`config.mk`:
```
export PLATFORM = sky130hd
export DESIGN_NAME = first_fit_block_allocator_top
export DESIGN_NICKNAME = d
export VERILOG_FILES = /design/src/sv/ffba_pkg.sv /design/src/sv/ffba_front.sv /design/src/sv/ffba_back.sv /design/src/sv/first_fit_block_allocator_top.sv
export SDC_FILE = /design/constraint.sdc
export NUM_CORES = 1
export LEC_CHECK = 0
export ABC_AREA = 1
export BUFFER_PORTS_ARGS = -buffer_cell sky130_fd_sc_hd__buf_2
export CAP_MARGIN = 40
export CORE_ASPECT_RATIO = 2
export CORE_MARGIN = 2
export CORE_UTILIZATION = 65
export CTS_BUF_LIST = sky130_fd_sc_hd__clkbuf_4
export CTS_CLUSTER_DIAMETER = 150
export DETAILED_ROUTE_END_ITERATION = 7
export GPL_TIMING_DRIVEN = 0
export HOLD_SLACK_MARGIN = 0.05
export PLACE_DENSITY = 0.86
export SETUP_SLACK_MARGIN = 0.05
export SYNTH_ARGS = -nofsm -noshare
export SYNTH_HDL_FRONTEND = slang
export SYNTH_SLANG_ARGS = --single-unit
```
`constraint.sdc`:
```
create_clock -name clk -period 5.82 [get_ports clk]
set_input_delay 0.582 -clock clk [delete_from_list [all_inputs] [get_ports clk]]
set_output_delay 0.582 -clock clk [all_outputs]
set_load 0.05 [all_outputs]
```
`src/sv/ffba_pkg.sv`:
```
// Shared types and constants for the first-fit block allocator.
`default_nettype none
package ffba_pkg;

  localparam int NUM_BLOCKS_DEF = 16;
  localparam int SIZE_WIDTH_DEF = 16;

  localparam int FUNC_W   = 1;
  localparam int SLOT_W   = 4;
  localparam int AMOUNT_W = 16;
  localparam int INDEX_W  = 4;

  localparam logic [FUNC_W-1:0] FUNC_LOAD  = 1'b0;
  localparam logic [FUNC_W-1:0] FUNC_ALLOC = 1'b1;

  // Classification of one queued word.
  typedef struct packed {
    logic is_req;
    logic slot_ok;
  } cmd_ctl_t;

  typedef enum logic [2:0] {
    ST_IDLE = 3'b001,
    ST_SCAN = 3'b010,
    ST_DONE = 3'b100
  } back_state_t;

endpackage
`default_nettype wire

```
`src/sv/ffba_front.sv`:
```
// Front end: accepts input words, classifies them and queues them for the back end.
`default_nettype none
module ffba_front #(
  parameter int NUM_BLOCKS = 16,
  parameter int SIZE_WIDTH = 16,
  parameter int IDX_W      = 4
) (
  input  wire                           clk,
  input  wire                           rst_n,
  input  wire                           in_valid,
  output logic                          in_ready,
  input  wire  [ffba_pkg::FUNC_W-1:0]   in_func,
  input  wire  [ffba_pkg::SLOT_W-1:0]   in_slot,
  input  wire  [ffba_pkg::AMOUNT_W-1:0] in_amount,
  output logic                          q_valid,
  input  wire                           q_pop,
  output ffba_pkg::cmd_ctl_t            q_ctl,
  output logic [IDX_W-1:0]              q_idx,
  output logic [SIZE_WIDTH-1:0]         q_amount
);
  import ffba_pkg::*;

  cmd_ctl_t              ctl_q_r    [2];
  logic [IDX_W-1:0]      idx_q_r    [2];
  logic [SIZE_WIDTH-1:0] amount_q_r [2];
  logic                  wr_ptr_r;
  logic                  rd_ptr_r;
  logic [1:0]            count_r;
  logic [1:0]            count_nxt;
  logic                  push;
  cmd_ctl_t              in_ctl;

  assign in_ready = (count_r != 2'd2);
  assign q_valid  = (count_r != 2'd0);
  assign push     = in_valid && in_ready;

  always_comb begin
    in_ctl.is_req  = (in_func == FUNC_ALLOC);
    in_ctl.slot_ok = (32'(in_slot) < NUM_BLOCKS);
  end

  always_comb begin
    count_nxt = count_r;
    if (push && !q_pop) begin
      count_nxt = count_r + 2'd1;
    end else if (!push && q_pop) begin
      count_nxt = count_r - 2'd1;
    end
  end

  always_ff @(posedge clk) begin
    if (!rst_n) begin
      wr_ptr_r <= 1'b0;
      rd_ptr_r <= 1'b0;
      count_r  <= 2'd0;
    end else begin
      count_r <= count_nxt;
      if (push) begin
        wr_ptr_r <= ~wr_ptr_r;
      end
      if (q_pop) begin
        rd_ptr_r <= ~rd_ptr_r;
      end
    end
  end

  // Mask the amount to the table's size width before it is queued.
  always_ff @(posedge clk) begin
    if (push) begin
      ctl_q_r[wr_ptr_r]    <= in_ctl;
      idx_q_r[wr_ptr_r]    <= IDX_W'(in_slot);
      amount_q_r[wr_ptr_r] <= SIZE_WIDTH'(in_amount);
    end
  end

  assign q_ctl    = ctl_q_r[rd_ptr_r];
  assign q_idx    = idx_q_r[rd_ptr_r];
  assign q_amount = amount_q_r[rd_ptr_r];

endmodule
`default_nettype wire

```
`src/sv/ffba_back.sv`:
```
// Back end: block table, first-fit scan and result register.
`default_nettype none
module ffba_back #(
  parameter int NUM_BLOCKS = 16,
  parameter int SIZE_WIDTH = 16,
  parameter int IDX_W      = 4
) (
  input  wire                          clk,
  input  wire                          rst_n,
  input  wire                          q_valid,
  output logic                         q_pop,
  input  ffba_pkg::cmd_ctl_t           q_ctl,
  input  wire  [IDX_W-1:0]             q_idx,
  input  wire  [SIZE_WIDTH-1:0]        q_amount,
  output logic                         out_valid,
  input  wire                          out_ready,
  output logic                         out_found,
  output logic [ffba_pkg::INDEX_W-1:0] out_block_index
);
  import ffba_pkg::*;

  localparam logic [IDX_W-1:0] LAST_IDX = IDX_W'(NUM_BLOCKS - 1);

  logic [SIZE_WIDTH-1:0] size_mem [NUM_BLOCKS];
  logic [SIZE_WIDTH-1:0] rd_data_r;
  logic [IDX_W-1:0]      rd_addr;
  logic                  mem_we;

  back_state_t           state_r;
  back_state_t           state_nxt;
  logic [IDX_W-1:0]      cmp_idx_r;
  logic [SIZE_WIDTH-1:0] req_amount_r;
  logic                  res_found_r;
  logic [IDX_W-1:0]      res_idx_r;
  logic [NUM_BLOCKS-1:0] loaded_r;
  logic [NUM_BLOCKS-1:0] used_r;
  logic                  out_valid_r;
  logic                  out_found_r;
  logic [INDEX_W-1:0]    out_index_r;

  logic [SIZE_WIDTH-1:0] size_cur;
  logic                  hit;
  logic                  last;
  logic                  out_free;

  assign q_pop    = (state_r == ST_IDLE) && q_valid;
  assign mem_we   = q_pop && !q_ctl.is_req && q_ctl.slot_ok;
  assign last     = (cmp_idx_r == LAST_IDX);
  // A block never loaded reads as size zero.
  assign size_cur = loaded_r[cmp_idx_r] ? rd_data_r : '0;
  assign hit      = !used_r[cmp_idx_r] && (size_cur >= req_amount_r);
  assign out_free = !out_valid_r || out_ready;

  // Prefetch the next block so its size is registered by the compare cycle.
  always_comb begin
    if (state_r == ST_SCAN && !last) begin
      rd_addr = cmp_idx_r + IDX_W'(1);
    end else begin
      rd_addr = '0;
    end
  end

  always_ff @(posedge clk) begin
    if (mem_we) begin
      size_mem[q_idx] <= q_amount;
    end
    rd_data_r <= size_mem[rd_addr];
  end

  always_comb begin
    state_nxt = state_r;
    case (state_r)
      ST_IDLE: begin
        if (q_valid) begin
          state_nxt = q_ctl.is_req ? ST_SCAN : ST_DONE;
        end
      end
      ST_SCAN: begin
        if (hit || last) begin
          state_nxt = ST_DONE;
        end
      end
      ST_DONE: begin
        if (out_free) begin
          state_nxt = ST_IDLE;
        end
      end
      default: state_nxt = ST_IDLE;
    endcase
  end

  always_ff @(posedge clk) begin
    if (!rst_n) begin
      state_r     <= ST_IDLE;
      loaded_r    <= '0;
      used_r      <= '0;
      out_valid_r <= 1'b0;
    end else begin
      state_r <= state_nxt;
      if (mem_we) begin
        loaded_r[q_idx] <= 1'b1;
        used_r[q_idx]   <= 1'b0;
      end
      if (state_r == ST_SCAN && hit) begin
        used_r[cmp_idx_r] <= 1'b1;
      end
      if (state_r == ST_DONE && out_free) begin
        out_valid_r <= 1'b1;
      end else if (out_ready) begin
        out_valid_r <= 1'b0;
      end
    end
  end

  always_ff @(posedge clk) begin
    case (state_r)
      ST_IDLE: begin
        cmp_idx_r    <= '0;
        req_amount_r <= q_amount;
        res_found_r  <= 1'b0;
        res_idx_r    <= '0;
      end
      ST_SCAN: begin
        if (hit) begin
          res_found_r <= 1'b1;
          res_idx_r   <= cmp_idx_r;
        end else if (!last) begin
          cmp_idx_r <= cmp_idx_r + IDX_W'(1);
        end
      end
      ST_DONE: begin
        if (out_free) begin
          out_found_r <= res_found_r;
          out_index_r <= INDEX_W'(res_idx_r);
        end
      end
      default: begin
        cmp_idx_r <= '0;
      end
    endcase
  end

  assign out_valid       = out_valid_r;
  assign out_found       = out_found_r;
  assign out_block_index = out_index_r;

endmodule
`default_nettype wire

```
`src/sv/first_fit_block_allocator_top.sv`:
```
// Top level of the first-fit block allocator: front queue and back-end table scan.
// A load word is written to the size table when the back end takes it, and the
// result is then registered; a request scans from block 0 until one fits or the
// last block is checked. One word is in the back end at a time, so it takes no
// new word until its result is registered; the scan checks one block per cycle.
// The front queue holds two more words while the back end scans.
// Reset clears the used and loaded bits at once; no clearing pass is needed.
`default_nettype none
module first_fit_block_allocator_top #(
  parameter int NUM_BLOCKS = ffba_pkg::NUM_BLOCKS_DEF,
  parameter int SIZE_WIDTH = ffba_pkg::SIZE_WIDTH_DEF
) (
  input  wire                          clk,
  input  wire                          rst_n,
  input  wire                          in_valid,
  output logic                         in_ready,
  input  wire  [ffba_pkg::FUNC_W-1:0]   in_func,
  input  wire  [ffba_pkg::SLOT_W-1:0]   in_slot,
  input  wire  [ffba_pkg::AMOUNT_W-1:0] in_amount,
  output logic                         out_valid,
  input  wire                          out_ready,
  output logic                         out_found,
  output logic [ffba_pkg::INDEX_W-1:0] out_block_index
);
  import ffba_pkg::*;

  localparam int IDX_W = (NUM_BLOCKS > 1) ? $clog2(NUM_BLOCKS) : 1;

  logic                  q_valid;
  logic                  q_pop;
  cmd_ctl_t              q_ctl;
  logic [IDX_W-1:0]      q_idx;
  logic [SIZE_WIDTH-1:0] q_amount;

  ffba_front #(
    .NUM_BLOCKS (NUM_BLOCKS),
    .SIZE_WIDTH (SIZE_WIDTH),
    .IDX_W      (IDX_W)
  ) u_front (
    .clk       (clk),
    .rst_n     (rst_n),
    .in_valid  (in_valid),
    .in_ready  (in_ready),
    .in_func   (in_func),
    .in_slot   (in_slot),
    .in_amount (in_amount),
    .q_valid   (q_valid),
    .q_pop     (q_pop),
    .q_ctl     (q_ctl),
    .q_idx     (q_idx),
    .q_amount  (q_amount)
  );

  ffba_back #(
    .NUM_BLOCKS (NUM_BLOCKS),
    .SIZE_WIDTH (SIZE_WIDTH),
    .IDX_W      (IDX_W)
  ) u_back (
    .clk             (clk),
    .rst_n           (rst_n),
    .q_valid         (q_valid),
    .q_pop           (q_pop),
    .q_ctl           (q_ctl),
    .q_idx           (q_idx),
    .q_amount        (q_amount),
    .out_valid       (out_valid),
    .out_ready       (out_ready),
    .out_found       (out_found),
    .out_block_index (out_block_index)
  );

endmodule
`default_nettype wire
```
== Word-level counts from Yosys, hierarchy flattened ==
Memory sizes are Yosys's and may differ from the RTL's. A register that Yosys moved wholly into a read port is not among the register bits.
Cells that the tools add are included.
Operators by class
  add/subtract/negate cells: 3
  $lt $le $gt $ge: 5
  eq/ne operators: 11
  mux-type cells: 39
  bitwise gates (word level): 7
  reductions and logical operators: 28
Operators with widths (number)
  $mux 16: 4
  $or 16x16->16: 2
  $mux 1: 17
  $and 16x16->16: 1
  $ge 16x16->1: 1
  $mux 4: 4
  $not 16->16: 1
  $pmux 4 s2: 2
  $mux 3: 4
  $logic_and 1x1->1: 11
  $lt 4x5->1 const B: 2
  $pmux 3 s3: 1
  $bmux 1 s4: 2
  $demux 1 s4: 2
  $ge 4x1->1 const B: 2
  $ne 2x2->1 const B: 4
  $reduce_bool 2->1: 4
  $logic_not 1->1: 6
  $ne 2x1->1 const B: 3
  $reduce_and 3->1: 2
  $add 4x1->4 const B: 1
  $eq 4x4->1 const B: 1
  $mux 2: 2
  $reduce_and 2->1: 2
  9 further kinds: 12
Word-level totals
  bits in registers: 70
  bits in writable memories: 298
  input bits: 25
  memories: 4
Memories
  u_back.size_mem: words 16, bits a word 16, read ports 1, clocked after Yosys merged registers in 1, wr ports 1, line ffba_back.sv:24  | logic [SIZE_WIDTH-1:0] size_mem [NUM_BLOCKS];
  u_front.amount_q_r: words 2, bits a word 16, read ports 1, clocked after Yosys merged registers in 1, wr ports 1, line ffba_front.sv:25  | logic [SIZE_WIDTH-1:0] amount_q_r [2];
  u_front.idx_q_r: words 2, bits a word 4, read ports 1, clocked after Yosys merged registers in 1, wr ports 1, line ffba_front.sv:24  | logic [IDX_W-1:0] idx_q_r [2];
  u_front.ctl_q_r: words 2, bits a word 1, read ports 1, clocked after Yosys merged registers in 1, wr ports 1, line ffba_front.sv:23  | cmd_ctl_t ctl_q_r [2];

== Depth between registers and ports, before layout ==
  depth in word-level cells: 10
  gate-level depth with buffers: 25

== Cells and area by module ==
A second synthesis with hierarchy kept.
Unflattened totals
  cells, all modules: 1330
  area total of the unflattened synthesis: 15753.9 µm²
Modules (own cells, without submodules)
  ffba_back: instances 1, cells each 1227, area an instance 13909.6 µm²
  ffba_front: instances 1, cells each 103, area an instance 1844.3 µm²

== Least setup slack after synthesis ==
OpenSTA, ideal clock, no wires.
  path type: register to register
  from: register u_back.cmp_idx_r[0]
  to: register u_back.cmp_idx_r[0] (enable)
  arrival time: 2.594 ns
  required time: 5.481 ns
  path slack: 2.887 ns
  stages on the path, launching flop included: 22
  buffers on the path: 2
  clock period less this slack: 2.933 ns
  cell sequence: edfxtp_1 clkinv_1 buf_2 o21ai_0 o22ai_1 nand2_1 nand4_1 inv_1 buf_2 nor2_1 ha_1 nand2_1 inv_1 nand2_1 nand2_1 nor2_1 nand2_1 nand2_1 nand2_1 nand2_1 nand2_1 a21oi_1
Between the ends
  longest elaborated chain between the ends: 7
  elaborated cells between the ends (all ways): 12
  classes of those cells: 1 x order compare; 3 x eq/ne; 5 x mux; 3 x reduce/logical
Ends and longest elaborated chain
  from (decl): line ffba_back.sv:31  | logic [IDX_W-1:0] cmp_idx_r;
  from (signal assigned): line ffba_back.sv:128  | cmp_idx_r <= cmp_idx_r + IDX_W'(1);
  $bmux 1 s4: line ffba_back.sv:50  | assign size_cur = loaded_r[cmp_idx_r] ? rd_data_r : '0;
  $mux 1 (not written as such): line ffba_back.sv:50
  $mux 16: line ffba_back.sv:50
  $ge 16x16->1: line ffba_back.sv:51  | assign hit = !used_r[cmp_idx_r] && (size_cur >= req_amount_r);
  $logic_and 1x1->1: line ffba_back.sv:51
  $ne 2x2->1 (no line)
  $reduce_and 3->1 (no line) (*)
Every way passes the cells marked *; elsewhere a longest branch is shown, timed or not. The select of a mux whose other input is x is not followed.
A chain may end at the register's enable or synchronous reset.

== Worst setup path after layout ==
  from: register u_back.cmp_idx_r[0]
  to: register u_back.used_r[12]
Between the ends
  longest elaborated chain between the ends: 7
  elaborated cells between the ends (all ways): 16
  classes of those cells: 3 x order compare; 8 x mux; 1 x bitwise; 4 x reduce/logical
Ends and longest elaborated chain
  $bmux 1 s4: line ffba_back.sv:50
  $mux 1 (not written as such): line ffba_back.sv:50
  $mux 16: line ffba_back.sv:50
  $ge 16x16->1: line ffba_back.sv:51
  $logic_and 1x1->1: line ffba_back.sv:51
  $logic_and 1x1->1: line ffba_back.sv:104  | if (state_r == ST_SCAN && hit) begin
  $mux 16 (*): line ffba_back.sv:104
  to (signal assigned): line ffba_back.sv:96  | used_r <= '0;
  to (signal, indexed assignment): line ffba_back.sv:102  | used_r[q_idx] <= 1'b0;
  to (signal, indexed assignment): line ffba_back.sv:105  | used_r[cmp_idx_r] <= 1'b1;
  to (decl): line ffba_back.sv:36  | logic [NUM_BLOCKS-1:0] used_r;
Marked as above.

==> results.py <==
metrics = {
    "setup_path": {
        "startpoint_type": "register",
        "crit_path_top_delay_cell": "edfxtp_1",
        "critPathKind": "register to register",
        "required_ns": 6.48,
        "rr_worst_depth": 23,
        "critPathMaxStageDelay_ns": 0.46,
        "regToRegEndpoint": "u_back.used_r[12]$_SDFF_PN0_",
        "cp_data_arrival_time_ns": 4.72,
        "regToRegSetupSlack_ns": 1.75,
        "timing.rr.start": "u_back.cmp_idx_r[0]$_SDFFCE_PN0P_",
        "critPathMostFrequentCell": "nand2_1",
        "crit_chain": "clkinv_1 > buf_2 > o21ai_0 > o21ai_0 > nand2_1 > nand4_1 > inv_1 > buf_2 > nor2_1 > ha_1 > nand2_1 > inv_1 > nand2_1 > nor2_1 > nor2_1 > nand2_1 > nand2_1 > nand2_1 > nand3_2 > inv_2 > buf_6 > nand2_1 > a21oi_1",
        "worstPathMaxFanout": 11,
        "worstSetupEndpointType": "register",
    },
    "die": {
        "rows": 80,
        "core_area_um2": 23700,
        "start_util": 0.660,
        "die_x_um": 114,
        "fp.dieArea_um2": 25400,
        "io_pins": 32,
        "die_h_um": 223,
    },
    "global_routing": {
        "grt_pass1_vias": 11500,
        "grtUsageTotal": 0.345,
        "gr-total-overflow": 0,
        "grt_antenna_before_repair": 1,
        "grt_first_pass_wirelength_um": 63300,
        "grt_max_degree": 19,
    },
    "timing": {
        "finalCritPeriodShare": 0.699,
        "slew_headroom": 0.400,
        "finalHoldViolations": 0,
        "tightest_slew_ns": 0.900,
        "fin_crit_ns": 4.07,
        "grt_setup_unrepaired": "no",
        "finalClockSkew_ns": 0.0479,
        "setup_viol": 0,
        "final.setup.tns_ns": 0,
        "slew_violations": 0,
        "clock.fmax_ghz": 0.246,
    },
    "layout": {
        "area_growth_pct": 12.0,
        "mostFrequentLayoutCell": "edfxtp_1",
        "instances_no_fill": 1803,
        "drive_gt1_frac": 0.170,
        "layout_common_cells": "328 x edfxtp_1, 224 x nand2_1, 164 x nor2_1",
        "final_nets": 1511,
        "nFillCells": 1431,
    },
    "synth": {
        "synth_seq_cells": 385,
        "netlist_instances": 1318,
        "syn_area_um2": 15600,
        "syn_area_per_cell_um2": 11.9,
        "yosysSeqAreaShare": 0.702,
        "mappedNetlistNets": 1364,
        "ys_types": 38,
        "ys_warn_count": 0,
    },
    "routing": {
        "avgRoutedWirePerCell_um": 23.6,
        "dr_total_vias": 11100,
        "drc_errors": 0,
        "drt_wl_total_um": 42500,
        "drtIter0Drc": 1273,
        "post_drt_via_cell_ratio": 6.18,
        "detail_route.first_pass.iterations": 5,
        "drtAntennaViolNets": 0,
    },
    "placement": {
        "place_congestion": 0.987,
        "placed_cells": 1653,
        "numPortBuffers": 31,
        "hpwl_um": 28600,
    },
    "pwr": {
        "switching_share": 0.301,
        "powerDensity_nw_per_um2": 376,
        "power.leakage_nw": 6.59,
        "p_sw_mw": 1.98,
        "power.share.clock": 0.278,
        "vdd_drop_max_uv": 400,
        "internal_power_mw": 4.61,
        "seqPwrFrac": 0.533,
        "power_frac_comb": 0.189,
        "p_total_mw": 6.59,
    },
    "hold_path": {
        "hp-start": "rst_n",
        "hp-class": "input pin to register",
        "hold_path_end": "u_back.state_r[0]$_SDFFE_PN1P_",
        "worstHoldPathCells": 2,
    },
    "clock_network": {
        "clk_pin_slew_ns": 0.07,
        "cts_setup_buffers": 0,
        "cts-root-buf": "clkbuf_4",
        "clock_latency_ns": 0.74,
        "cts_sinks": 385,
        "cts.path.max_buffers": 3,
        "cts-htree-levels": 3,
        "cts_tree": "yes",
        "hold_buffers": 21,
        "cts_resized": 0,
        "numCtsBuffers": 76,
    },
    "status": {
        "status": "finished clean",
    },
    "job": {
        "cap_violations": 0,
    },
}
cell type report:
type / count / area, um^2 / area share
clock inverters: 20 / 85.1 / 0.00485
clock buffers: 108 / 811 / 0.0463
flip-flops and latches: 385 / 11000 / 0.627
well taps: 287 / 359 / 0.0205
plain buffers: 60 / 353 / 0.0201
inverters: 104 / 392 / 0.0223
diodes: 1 / 2.50 / 0.000143
multi-input cells: 769 / 3950 / 0.225
repair buffers: 69 / 587 / 0.0335
critical path: cells and delay by family (launching register included):
kind,cells,cell delay (ns)
AND/OR/NAND/NOR,12,1.19
flip-flops,1,0.46
AO/OA/AOI/OAI,3,0.54
buffers and inverters,7,1.51
adder cells (fa/ha/maj),1,0.30
how the worst max path moves through the flow:
stage,depth (start not counted),endpoint,from
CTS,23,u_back.used_r[12]$_SDFF_PN0_,u_back.cmp_idx_r[0]$_SDFFCE_PN0P_
detailed placement,23,u_back.used_r[12]$_SDFF_PN0_,u_back.cmp_idx_r[0]$_SDFFCE_PN0P_
finish,23,u_back.used_r[12]$_SDFF_PN0_,u_back.cmp_idx_r[0]$_SDFFCE_PN0P_
global placement,8,u_back.used_r[1]$_SDFF_PN0_,u_back.state_r[1]$_SDFFE_PN0P_
global route,23,u_back.used_r[12]$_SDFF_PN0_,u_back.cmp_idx_r[0]$_SDFFCE_PN0P_
floorplan,21,u_back.cmp_idx_r[0]$_SDFFCE_PN0P_,u_back.cmp_idx_r[0]$_SDFFCE_PN0P_
cell families (layout without fill, tap and decap cells):
| logic type | Yosys count | count (layout) | share of synthesized area |
|---|---|---|---|
| flip-flops | 385 | 385 | 0.702 |
| buffers and inverters | 164 | 361 | 0.0476 |
| multiplexers | 17 | 17 | 0.0122 |
| other | 0 | 1 | 0 |
| XOR/XNOR | 2 | 2 | 0.00112 |
| AO/OA/AOI/OAI | 192 | 192 | 0.0747 |
| AND/OR/NAND/NOR | 537 | 537 | 0.145 |
| adder cells (fa/ha/maj) | 21 | 21 | 0.0168 |
metal layers:
| layer | vias to the layer above | GRT usage | wire length, um |
|---|---|---|---|
| met5 | - | 0 | 0 |
| met4 | 0 | 0.299 | 4350 |
| met3 | 234 | 0.0782 | 3450 |
| met2 | 727 | 0.605 | 22400 |
| met1 | 5231 | 0.330 | 12400 |
| li1 | 4949 | - | - |
stage by stage:
stage | hold slack (ns) | worst slack, ns | utilization | area [um^2]
5_1_grt | 0.134 | 1.40 | 0.739 | 17500
4_1_cts | 0.137 | 1.87 | 0.739 | 17500
3_3_place_gp | 0.403 | 1.52 | 0.681 | 16200
3_5_place_dp | 0.405 | 1.87 | 0.692 | 16400
6_report | 0.163 | 1.75 | 0.739 | 17500
2_1_floorplan | 0.400 | 2.89 | - | 15600
power by group through the flow:
stage | clock, mW | sequential [mW] | combinational [mW]
finish | 1.83 | 3.51 | 1.25
floorplan | 0 | 3.56 | 0.715
detailed placement | 0 | 3.57 | 1.18
global placement | 0 | 3.56 | 1.09
CTS | 1.82 | 3.51 | 1.20
global route | 1.93 | 3.53 | 1.34
cells in the mapped netlist (all sizes together):
| master | instances | area share |
|---|---|---|
| buf | 43 | 0.018 |
| o221ai | 30 | 0.017 |
| xor2 | 2 | 0.0011 |
| edfxtp | 328 | 0.63 |
| nand4 | 3 | 0.0012 |
| o22ai | 1 | 0.00040 |
| ha | 21 | 0.017 |
| dfxtp | 57 | 0.073 |
| clkbuf | 17 | 0.0041 |
| nand2 | 228 | 0.056 |
| clkinv | 3 | 0.00080 |
| and3 | 1 | 0.00040 |
| mux2 | 16 | 0.012 |
| or2 | 16 | 0.0064 |
| inv | 101 | 0.024 |
| mux2i | 1 | 0.00064 |
| a31oi | 1 | 0.00040 |
| o21ai | 82 | 0.026 |
| nor3 | 3 | 0.0013 |
| a21oi | 43 | 0.014 |
| nor2 | 182 | 0.046 |
| o211ai | 35 | 0.017 |
| nand3 | 104 | 0.034 |
registers in the layout, summed over array words and instances (netlist names), named ones only:
register and count:
u_front.count_r 2, u_front.wr_ptr_r 1, u_back.size_mem 256, u_back.out_found 1, u_back.res_found_r 1, u_front.idx_q_r 8
u_front.rd_ptr_r 1, u_back.out_valid 1, u_back.res_idx_r 4, u_back.loaded_r 16, u_back.used_r 16, u_front.ctl_q_r 2
u_back.out_block_index 4, u_back.state_r 3, u_back.cmp_idx_r 4, u_back.rd_data_r 16, u_back.req_amount_r 16, u_front.amount_q_r 32
Power figures use the tool's default switching activity.
